File: config.mk
export PLATFORM = sky130hd
export DESIGN_NAME = crc_sealed_frame_builder_flat
export DESIGN_NICKNAME = d
export VERILOG_FILES = /design/src/rtl/core/csfb_pkg.sv /design/src/rtl/core/csfb_req_if.sv /design/src/rtl/core/csfb_rsp_if.sv /design/src/rtl/core/csfb_queue.sv /design/src/rtl/core/csfb_front.sv /design/src/rtl/core/csfb_back.sv /design/src/rtl/core/crc_sealed_frame_builder.sv /design/src/flat_wrapper.sv
export SDC_FILE = /design/constraint.sdc
export NUM_CORES = 1
export LEC_CHECK = 0
export ABC_AREA = 1
export ABC_CLOCK_PERIOD_IN_PS = 16700
export BUFFER_PORTS_ARGS = -buffer_cell sky130_fd_sc_hd__buf_2
export CAP_MARGIN = 5
export CORE_ASPECT_RATIO = 1.2
export CORE_UTILIZATION = 30
export DETAILED_ROUTE_END_ITERATION = 7
export PLACE_DENSITY = 0.46
export SLEW_MARGIN = 20
export SYNTH_ARGS = -nofsm -noshare
export SYNTH_HDL_FRONTEND = slang
export SYNTH_HIERARCHICAL = 1
export SYNTH_SLANG_ARGS = --single-unit
File: constraint.sdc
create_clock -name clock -period 16.7 [get_ports clock]
set_clock_uncertainty 0.15 [all_clocks]
set_input_delay 0.835 -clock clock [delete_from_list [all_inputs] [get_ports clock]]
set_output_delay 0.835 -clock clock [all_outputs]
set_load 0.01 [all_outputs]
File: src/rtl/core/csfb_pkg.sv
// Package with the frame constants, record types and CRC helper for the frame builder.
package csfb_pkg;

   localparam logic [7:0]  FRAME_SYNC   = 8'hD3;
   localparam logic [15:0] CRC_POLY     = 16'h1021;
   localparam logic [15:0] CRC_INIT     = 16'hFFFF;
   localparam int          CRC_SPAN     = 15;
   localparam int          FRAME_BYTES  = 17;
   localparam int          POS_W        = 5;
   localparam int          CSR_INDEX_W  = 2;
   localparam int          CSR_DATA_W   = 16;
   localparam int          QUEUE_DEPTH_DEF = 2;

   typedef enum logic [CSR_INDEX_W-1:0] {
      CSR_FRAME_VERSION = 2'd0,
      CSR_FRAME_KIND    = 2'd1,
      CSR_SOURCE_NODE   = 2'd2,
      CSR_DEST_NODE     = 2'd3
   } csr_index_type;

   // The first fifteen frame bytes, byte zero in the most significant bits.
   typedef struct packed {
      logic [7:0]  sync;
      logic [7:0]  flags;
      logic [15:0] seq;
      logic [15:0] src;
      logic [15:0] dst;
      logic [31:0] payload;
      logic [23:0] stamp;
   } frame_head_type;

   localparam int HEAD_W = $bits(frame_head_type);

   function automatic logic [15:0] crc_feed(input logic [15:0] acc, input logic [7:0] b);
      logic [15:0] crc;
      crc = acc ^ {b, 8'h00};
      for (int k = 0; k < 8; k++) begin
         if (crc[15]) begin
            crc = {crc[14:0], 1'b0} ^ CRC_POLY;
         end else begin
            crc = {crc[14:0], 1'b0};
         end
      end
      return crc;
   endfunction

endpackage

File: src/rtl/core/csfb_req_if.sv
// Request channel interface carrying the timestamp and payload of one frame request.
interface csfb_req_if;
   logic        valid;
   logic        ready;
   logic [23:0] time_offset_us;
   logic [31:0] app_payload;

   modport source (output valid, output time_offset_us, output app_payload, input ready);
   modport sink   (input valid, input time_offset_us, input app_payload, output ready);
endinterface

File: src/rtl/core/csfb_rsp_if.sv
// Result channel interface carrying one serialized frame byte and its last-byte flag.
interface csfb_rsp_if;
   logic       valid;
   logic       ready;
   logic [7:0] frame_byte;
   logic       last_byte;

   modport source (output valid, output frame_byte, output last_byte, input ready);
   modport sink   (input valid, input frame_byte, input last_byte, output ready);
endinterface

File: src/rtl/core/csfb_queue.sv
// Small queue of frame headers between the request front end and the serializer.
module csfb_queue
   import csfb_pkg::*;
#(
   parameter int DEPTH = QUEUE_DEPTH_DEF
) (
   input  logic           clock,
   input  logic           reset,
   input  logic           push_valid,
   output logic           push_ready,
   input  frame_head_type push_rec,
   output logic           pop_valid,
   input  logic           pop_ready,
   output frame_head_type pop_rec
);

   localparam int PTR_W = (DEPTH > 1) ? $clog2(DEPTH) : 1;
   localparam int CNT_W = $clog2(DEPTH + 1);
   localparam logic [PTR_W-1:0] PTR_LAST = PTR_W'(DEPTH - 1);
   localparam logic [CNT_W-1:0] CNT_FULL = CNT_W'(DEPTH);

   frame_head_type   mem_ff [DEPTH];
   logic [PTR_W-1:0] wr_ptr_ff, wr_ptr_in;
   logic [PTR_W-1:0] rd_ptr_ff, rd_ptr_in;
   logic [CNT_W-1:0] count_ff, count_in;
   logic             do_push, do_pop;

   assign push_ready = (count_ff != CNT_FULL);
   assign pop_valid  = (count_ff != '0);
   assign pop_rec    = mem_ff[rd_ptr_ff];
   assign do_push    = push_valid & push_ready;
   assign do_pop     = pop_valid & pop_ready;

   always_comb begin
      wr_ptr_in = wr_ptr_ff;
      rd_ptr_in = rd_ptr_ff;
      count_in  = count_ff;
      if (do_push) begin
         wr_ptr_in = (wr_ptr_ff == PTR_LAST) ? '0 : wr_ptr_ff + 1'b1;
      end
      if (do_pop) begin
         rd_ptr_in = (rd_ptr_ff == PTR_LAST) ? '0 : rd_ptr_ff + 1'b1;
      end
      if (do_push && !do_pop) begin
         count_in = count_ff + 1'b1;
      end else if (!do_push && do_pop) begin
         count_in = count_ff - 1'b1;
      end
   end

   always_ff @(posedge clock) begin
      if (reset) begin
         wr_ptr_ff <= '0;
         rd_ptr_ff <= '0;
         count_ff  <= '0;
      end else begin
         wr_ptr_ff <= wr_ptr_in;
         rd_ptr_ff <= rd_ptr_in;
         count_ff  <= count_in;
      end
   end

   always_ff @(posedge clock) begin
      if (do_push) begin
         mem_ff[wr_ptr_ff] <= push_rec;
      end
   end

endmodule

File: src/rtl/core/csfb_front.sv
// Front end that holds the configuration and sequence counter and assembles frame headers.
module csfb_front
   import csfb_pkg::*;
(
   input  logic                   clock,
   input  logic                   reset,
   input  logic                   csr_wr_en,
   input  logic [CSR_INDEX_W-1:0] csr_index,
   input  logic [CSR_DATA_W-1:0]  csr_wr_data,
   csfb_req_if.sink               req_chan,
   output logic                   push_valid,
   input  logic                   push_ready,
   output frame_head_type         push_rec
);

   logic [3:0]  version_ff, version_in;
   logic [3:0]  kind_ff, kind_in;
   logic [15:0] src_ff, src_in;
   logic [15:0] dst_ff, dst_in;
   logic [15:0] seq_ff, seq_in;
   logic        accept;

   assign req_chan.ready = push_ready;
   assign push_valid     = req_chan.valid;
   assign accept         = req_chan.valid & push_ready;

   always_comb begin
      push_rec.sync    = FRAME_SYNC;
      push_rec.flags   = {version_ff, kind_ff};
      push_rec.seq     = seq_ff;
      push_rec.src     = src_ff;
      push_rec.dst     = dst_ff;
      push_rec.payload = req_chan.app_payload;
      push_rec.stamp   = req_chan.time_offset_us;
   end

   always_comb begin
      version_in = version_ff;
      kind_in    = kind_ff;
      src_in     = src_ff;
      dst_in     = dst_ff;
      seq_in     = accept ? seq_ff + 16'd1 : seq_ff;
      if (csr_wr_en) begin
         unique case (csr_index_type'(csr_index))
            CSR_FRAME_VERSION: version_in = csr_wr_data[3:0];
            CSR_FRAME_KIND:    kind_in    = csr_wr_data[3:0];
            CSR_SOURCE_NODE:   src_in     = csr_wr_data;
            CSR_DEST_NODE:     dst_in     = csr_wr_data;
            default: ;
         endcase
      end
   end

   always_ff @(posedge clock) begin
      if (reset) begin
         version_ff <= 4'd1;
         kind_ff    <= 4'd0;
         src_ff     <= 16'd1;
         dst_ff     <= 16'hFFFF;
         seq_ff     <= '0;
      end else begin
         version_ff <= version_in;
         kind_ff    <= kind_in;
         src_ff     <= src_in;
         dst_ff     <= dst_in;
         seq_ff     <= seq_in;
      end
   end

endmodule

File: src/rtl/core/csfb_back.sv
// Back end that serializes a frame header byte by byte and appends the running CRC.
module csfb_back
   import csfb_pkg::*;
(
   input  logic           clock,
   input  logic           reset,
   input  logic           pop_valid,
   output logic           pop_ready,
   input  frame_head_type pop_rec,
   csfb_rsp_if.source     rsp_chan
);

   localparam logic [POS_W-1:0] POS_CRC_HI = POS_W'(CRC_SPAN);
   localparam logic [POS_W-1:0] POS_LAST   = POS_W'(FRAME_BYTES - 1);

   logic [HEAD_W-1:0] head_ff, head_in;
   logic [15:0]       crc_ff, crc_in;
   logic [POS_W-1:0]  pos_ff, pos_in;
   logic              active_ff, active_in;
   logic              rsp_valid_ff, rsp_valid_in;
   logic [7:0]        rsp_byte_ff, rsp_byte_in;
   logic              rsp_last_ff, rsp_last_in;
   logic              adv;
   logic              load;
   logic [7:0]        cur_byte;

   assign rsp_chan.valid      = rsp_valid_ff;
   assign rsp_chan.frame_byte = rsp_byte_ff;
   assign rsp_chan.last_byte  = rsp_last_ff;

   assign adv       = !rsp_valid_ff || rsp_chan.ready;
   assign pop_ready = !active_ff || (adv && (pos_ff == POS_LAST));
   assign load      = pop_valid && pop_ready;

   always_comb begin
      priority if (pos_ff < POS_CRC_HI) begin
         cur_byte = head_ff[HEAD_W-1 -: 8];
      end else if (pos_ff == POS_CRC_HI) begin
         cur_byte = crc_ff[15:8];
      end else begin
         cur_byte = crc_ff[7:0];
      end
   end

   always_comb begin
      head_in      = head_ff;
      crc_in       = crc_ff;
      pos_in       = pos_ff;
      active_in    = active_ff;
      rsp_valid_in = rsp_valid_ff;
      rsp_byte_in  = rsp_byte_ff;
      rsp_last_in  = rsp_last_ff;
      if (active_ff && adv) begin
         rsp_valid_in = 1'b1;
         rsp_byte_in  = cur_byte;
         rsp_last_in  = (pos_ff == POS_LAST);
         pos_in       = pos_ff + 1'b1;
         if (pos_ff < POS_CRC_HI) begin
            crc_in  = crc_feed(crc_ff, cur_byte);
            head_in = {head_ff[HEAD_W-9:0], 8'h00};
         end
         if (pos_ff == POS_LAST) begin
            active_in = 1'b0;
         end
      end else if (adv) begin
         rsp_valid_in = 1'b0;
      end
      if (load) begin
         head_in   = pop_rec;
         crc_in    = CRC_INIT;
         pos_in    = '0;
         active_in = 1'b1;
      end
   end

   always_ff @(posedge clock) begin
      if (reset) begin
         active_ff    <= 1'b0;
         rsp_valid_ff <= 1'b0;
         pos_ff       <= '0;
      end else begin
         active_ff    <= active_in;
         rsp_valid_ff <= rsp_valid_in;
         pos_ff       <= pos_in;
      end
   end

   always_ff @(posedge clock) begin
      head_ff     <= head_in;
      crc_ff      <= crc_in;
      rsp_byte_ff <= rsp_byte_in;
      rsp_last_ff <= rsp_last_in;
   end

endmodule

File: src/rtl/core/crc_sealed_frame_builder.sv
// Top level of the CRC-sealed frame builder: front end, header queue and serializer.
//
// Each request on req_chan carries a 24-bit timestamp and a 32-bit payload and
// produces one 17-byte frame on rsp_chan, one byte per transfer, byte zero first,
// with last_byte set on the CRC low byte. The frame carries sync, flags, the
// sequence number, source and destination IDs, payload, timestamp and a
// CRC-16 (polynomial 0x1021, initial value 0xFFFF) over the first 15 bytes.
// The csr_ port writes the version, kind, source and destination registers;
// write it only while no frame is pending.
// A request is accepted when the header queue has room; its header is written
// into the queue, then loaded into the serializer, and its first byte is then
// registered onto rsp_chan. The serializer sends one byte per cycle while rsp_chan
// is ready, with frames following back to back; the queue takes up to QUEUE_DEPTH
// requests ahead of the frame on the wire. When rsp_chan stalls, the current byte holds and the serializer waits;
// requests are refused once the queue is full.
// Reset clears the sequence counter, the queue and the output and restores
// the register defaults.
module crc_sealed_frame_builder
   import csfb_pkg::*;
#(
   parameter int QUEUE_DEPTH = QUEUE_DEPTH_DEF
) (
   input  logic                   clock,
   input  logic                   reset,
   input  logic                   csr_wr_en,
   input  logic [CSR_INDEX_W-1:0] csr_index,
   input  logic [CSR_DATA_W-1:0]  csr_wr_data,
   csfb_req_if.sink               req_chan,
   csfb_rsp_if.source             rsp_chan
);

   logic           push_valid, push_ready;
   logic           pop_valid, pop_ready;
   frame_head_type push_rec, pop_rec;

   csfb_front u_front (
      .clock       (clock),
      .reset       (reset),
      .csr_wr_en   (csr_wr_en),
      .csr_index   (csr_index),
      .csr_wr_data (csr_wr_data),
      .req_chan    (req_chan),
      .push_valid  (push_valid),
      .push_ready  (push_ready),
      .push_rec    (push_rec)
   );

   csfb_queue #(
      .DEPTH (QUEUE_DEPTH)
   ) u_queue (
      .clock      (clock),
      .reset      (reset),
      .push_valid (push_valid),
      .push_ready (push_ready),
      .push_rec   (push_rec),
      .pop_valid  (pop_valid),
      .pop_ready  (pop_ready),
      .pop_rec    (pop_rec)
   );

   csfb_back u_back (
      .clock     (clock),
      .reset     (reset),
      .pop_valid (pop_valid),
      .pop_ready (pop_ready),
      .pop_rec   (pop_rec),
      .rsp_chan  (rsp_chan)
   );

endmodule

File: src/flat_wrapper.sv
// flat-port wrapper written by rule: the top's interface ports become plain ports
module crc_sealed_frame_builder_flat import csfb_pkg::*;
#(
   parameter int QUEUE_DEPTH = QUEUE_DEPTH_DEF
)
  (clock, reset, csr_wr_en, csr_index, csr_wr_data, req_chan_valid, req_chan_time_offset_us, req_chan_app_payload, req_chan_ready, rsp_chan_valid, rsp_chan_frame_byte, rsp_chan_last_byte, rsp_chan_ready);
  csfb_req_if req_chan_i ();
  csfb_rsp_if rsp_chan_i ();
  input  logic clock;
  input  logic reset;
  input  logic csr_wr_en;
  input  logic [CSR_INDEX_W-1:0] csr_index;
  input  logic [CSR_DATA_W-1:0] csr_wr_data;
  input wire logic [$bits(req_chan_i.valid)-1:0] req_chan_valid;
  input wire logic [$bits(req_chan_i.time_offset_us)-1:0] req_chan_time_offset_us;
  input wire logic [$bits(req_chan_i.app_payload)-1:0] req_chan_app_payload;
  output wire logic [$bits(req_chan_i.ready)-1:0] req_chan_ready;
  output wire logic [$bits(rsp_chan_i.valid)-1:0] rsp_chan_valid;
  output wire logic [$bits(rsp_chan_i.frame_byte)-1:0] rsp_chan_frame_byte;
  output wire logic [$bits(rsp_chan_i.last_byte)-1:0] rsp_chan_last_byte;
  input wire logic [$bits(rsp_chan_i.ready)-1:0] rsp_chan_ready;
  assign req_chan_i.valid = req_chan_valid;
  assign req_chan_i.time_offset_us = req_chan_time_offset_us;
  assign req_chan_i.app_payload = req_chan_app_payload;
  assign req_chan_ready = req_chan_i.ready;
  assign rsp_chan_valid = rsp_chan_i.valid;
  assign rsp_chan_frame_byte = rsp_chan_i.frame_byte;
  assign rsp_chan_last_byte = rsp_chan_i.last_byte;
  assign rsp_chan_i.ready = rsp_chan_ready;
  crc_sealed_frame_builder #(.QUEUE_DEPTH(QUEUE_DEPTH)) u_core (.clock(clock), .reset(reset), .csr_wr_en(csr_wr_en), .csr_index(csr_index), .csr_wr_data(csr_wr_data), .req_chan(req_chan_i), .rsp_chan(rsp_chan_i));
endmodule
==> impl_metrics.env <==
export IMPL_grt_setup_unrepaired="false"
export IMPL_synth_top_area_share_pct=58.5
export IMPL_critPathTopFamily="buffers and inverters"
export IMPL_ir_drop_v=0.000101
export IMPL_powerDensity_mw_per_mm2=183
export IMPL_start_util_pct=30.4
export IMPL_grt_pass1_wl_um=58100
export IMPL_min_period_over_period_pct=20.5
export IMPL_rrSetupSlack_ns=13.27
export IMPL_drt_initial_drc_count=512
export IMPL_gp_congestion=0.726
export IMPL_grt_pass1_vias=10105
export IMPL_synth_ff_type="edfxtp_1"
export IMPL_htree_levels=2
export IMPL_ys_warn_count=6
export IMPL_die_h_um=277
export IMPL_ys_seq_area_share_pct=67.3
export IMPL_relSlewSlack_pct=30.1
export IMPL_path_depth=8
export IMPL_numCtsBuffers=45
export IMPL_critical_path_endpoint="u_core/u_back/head_ff[100]$_DFFE_PP_"
export IMPL_drt_first_pass_iters=6
export IMPL_avgSynthCellArea_um2=14.1
export IMPL_via_count=9687
export IMPL_synth_edf_count=369
export IMPL_syn_inst=1341
export IMPL_routedWlPerCell_um=16.6
export IMPL_tightest_slew_ns=1.05
export IMPL_hp_class="reg -> reg"
export IMPL_place_hpwl_um=22200
export IMPL_postCtsSetupBuffers=0
export IMPL_worst_path_buf_inv=5
export IMPL_die_w_um=231
export IMPL_cts_sinks=453
export IMPL_cts_resized=0
export IMPL_diodes=0
export IMPL_cpPeakStageDelay_ns=0.74
export IMPL_num_rows=100
export IMPL_via_per_inst=4.33
export IMPL_ys_top_cells_by_area="edfxtp_1, mux2_2, dfxtp_1"
export IMPL_cp_end_kind="flop"
export IMPL_synthMuxAreaShare_pct=15.2
export IMPL_setup_viol=0
export IMPL_hold_buffers=0
export IMPL_die_area_mm2=0.0642
export IMPL_synth_most_common_cell="edfxtp_1"
export IMPL_synth_commonest_cells="edfxtp_1, nand2_1, mux2_2, nor2_1, dfxtp_1"
export IMPL_cts_tree="built"
export IMPL_worstReg2RegEnd="u_core/u_back/head_ff[100]$_DFFE_PP_"
export IMPL_fin_nets=1468
export IMPL_maxCapViolCount=0
export IMPL_post_route_drc_count=0
export IMPL_reg2reg_from="u_core/u_back/active_ff$_SDFFE_PP0P_"
export IMPL_core_area_mm2=0.0623
export IMPL_cp_data_required_time_ns=16.73
export IMPL_hold_depth=0
export IMPL_cp_slowest_cell="buf_4"
export IMPL_power_mw=3.86
export IMPL_port_buffers=89
export IMPL_cp_arrival_ns=3.46
export IMPL_clockBufferDepth=3
export IMPL_root_buffer="clkbuf_16"
export IMPL_min_period_ns=3.43
export IMPL_overflow=0
export IMPL_yosysTopAreaCell="edfxtp_1"
export IMPL_areaGrowthSynthToFinish_pct=11.5
export IMPL_placed_area_mm2=0.0197
export IMPL_grt_usage_pct=11.7
export IMPL_grt_max_degree=76
export IMPL_synth_xor_area_share_pct=0.0924
export IMPL_finish_instance_area_mm2=0.0211
export IMPL_ios=90
export IMPL_synthArstFlopShare_pct=0
export IMPL_fin_setup_tns_ns=0
export IMPL_synthAdderAreaFrac_pct=0.330
export IMPL_startpoint_type="flop"
export IMPL_crit_path_start="u_core/u_back/active_ff$_SDFFE_PP0P_"
export IMPL_ant_nets=0
export IMPL_clk_pin_slew_ns=0.06
export IMPL_synth_seq_cells=453
export IMPL_cp_cell_sequence="inv_1, nor2_2, inv_1, nor2_2, buf_4, inv_2, nand2_8, buf_4"
export IMPL_r2r_cells=8
export IMPL_final_max_slew_violation_count=0
export IMPL_max_freq_ghz=0.292
export IMPL_worstSetupPathType="reg -> reg"
export IMPL_synth_compound_area_share_pct=1.96
export IMPL_synthDistinctLibCells=36
export IMPL_synth_top_family_by_area="multiplexers"
export IMPL_final_hold_violation_count=0
export IMPL_leakagePower_nw=7.93
export IMPL_antenna_found_initial=0
export IMPL_drt_wl_total_um=37000
export IMPL_crit_fanout=70
export IMPL_drive_gt1_share_pct=30.5
export IMPL_synthSimpleGateAreaFrac_pct=8.91
export IMPL_worstSkewPairLatency_ns=0.57
export IMPL_outcome="finished clean"
export IMPL_synth_area_mm2=0.0190
==> flip-flops by register name, indices dropped and copies added (netlist names), 2 cells and up, named ones only <==
register	cells
u_core/u_queue/mem_ff	240
u_core/u_back/head_ff	120
u_core/u_back/crc_ff	16
u_core/u_front/dst_ff	16
u_core/u_front/seq_ff	16
u_core/u_front/src_ff	16
u_core/u_back/rsp_chan.frame_byte	8
u_core/u_back/pos_ff	5
u_core/u_front/kind_ff	4
u_core/u_front/version_ff	4
u_core/u_queue/count_ff	2
==> where the power goes <==
part	internal (mW)	switching [mW]	total [mW]
registers	1.65	0.138	1.79
clock network	0.559	0.416	0.975
logic	0.532	0.568	1.10
total	2.74	1.12	3.86
==> per-layer routing <==
layer  vias up  share of wire, %  global-route usage [%]
li1       4751                 -                       -
met1      4731                42                    13.8
met2       152                52                    21.1
met3        53               3.3                    2.17
met4         0               2.6                    3.92
met5         -                 0                       0
==> cell type report <==
cell class / count / area (um2)
Clock inverter: 18 / 139
Sequential cell: 453 / 12800
Timing Repair Buffer: 98 / 520
Fill cell: 6174 / 41200
Tap cell: 816 / 1020
Multi-Input combinational cell: 700 / 5090
Inverter: 86 / 323
Clock buffer: 65 / 1270
==> stage by stage <==
stage	setup WS, ns	hold WS, ns	cells	util, %
floorplan	9.96	0.270	1347	-
CTS	13.04	0.260	2236	33.9
detailed placement	12.60	0.282	2153	31.6
global route	12.91	0.271	2236	33.9
global placement	12.65	0.278	2153	31.6
finish	13.27	0.287	2236	33.9
==> placed cells by master, fill, tap and decap left out, types with 6 or more instances in the layout <==
| cell type | n |
|---|---|
| clkbuf_16 | 45 |
| nand3_2 | 6 |
| o21ai_0 | 41 |
| inv_2 | 7 |
| conb_1 | 8 |
| nand3_1 | 73 |
| edfxtp_1 | 369 |
| clkbuf_1 | 13 |
| buf_4 | 7 |
| o21ai_1 | 8 |
| nand2_2 | 12 |
| dfxtp_1 | 83 |
| nor2_1 | 84 |
| mux2_2 | 161 |
| clkinv_1 | 10 |
| inv_1 | 78 |
| mux2_4 | 71 |
| buf_2 | 89 |
| clkbuf_8 | 7 |
| a21oi_1 | 16 |
| nand2_1 | 183 |
==> worst register-to-register path: cells and delay by family (launching register included) <==
kind	cells	cell delay [ns]
AND/OR/NAND/NOR	3	1.09
flip-flops	1	0.34
buffers and inverters	5	1.45
==> how the worst min path moves through the flow <==
stage	to	slack (ns)	startpoint
after floorplan	u_core/u_queue/mem_ff[0][73]$_DFFE_PP_	0.27	u_core/u_front/src_ff[1]$_SDFFE_PP0P_
after detailed placement	u_core/u_queue/mem_ff[0][74]$_DFFE_PP_	0.28	u_core/u_front/src_ff[2]$_SDFFE_PP0P_
after global placement	u_core/u_queue/mem_ff[0][74]$_DFFE_PP_	0.28	u_core/u_front/src_ff[2]$_SDFFE_PP0P_
after global routing	u_core/u_queue/mem_ff[1][42]$_DFFE_PP_	0.27	req_chan_app_payload[18]
final	u_core/u_queue/mem_ff[0][73]$_DFFE_PP_	0.29	u_core/u_front/src_ff[1]$_SDFFE_PP0P_
after CTS	u_core/u_queue/mem_ff[1][33]$_DFFE_PP_	0.26	req_chan_app_payload[9]
==> kinds of logic after synthesis <==
kind of cell,count (synthesis)
other,2
XOR/XNOR,2
AND/OR/NAND/NOR,381
flip-flops,453
AO/OA/AOI/OAI,72
adder cells (fa/ha/maj),5
multiplexers,232
buffers and inverters,194
Power figures use the tool's default switching activity.
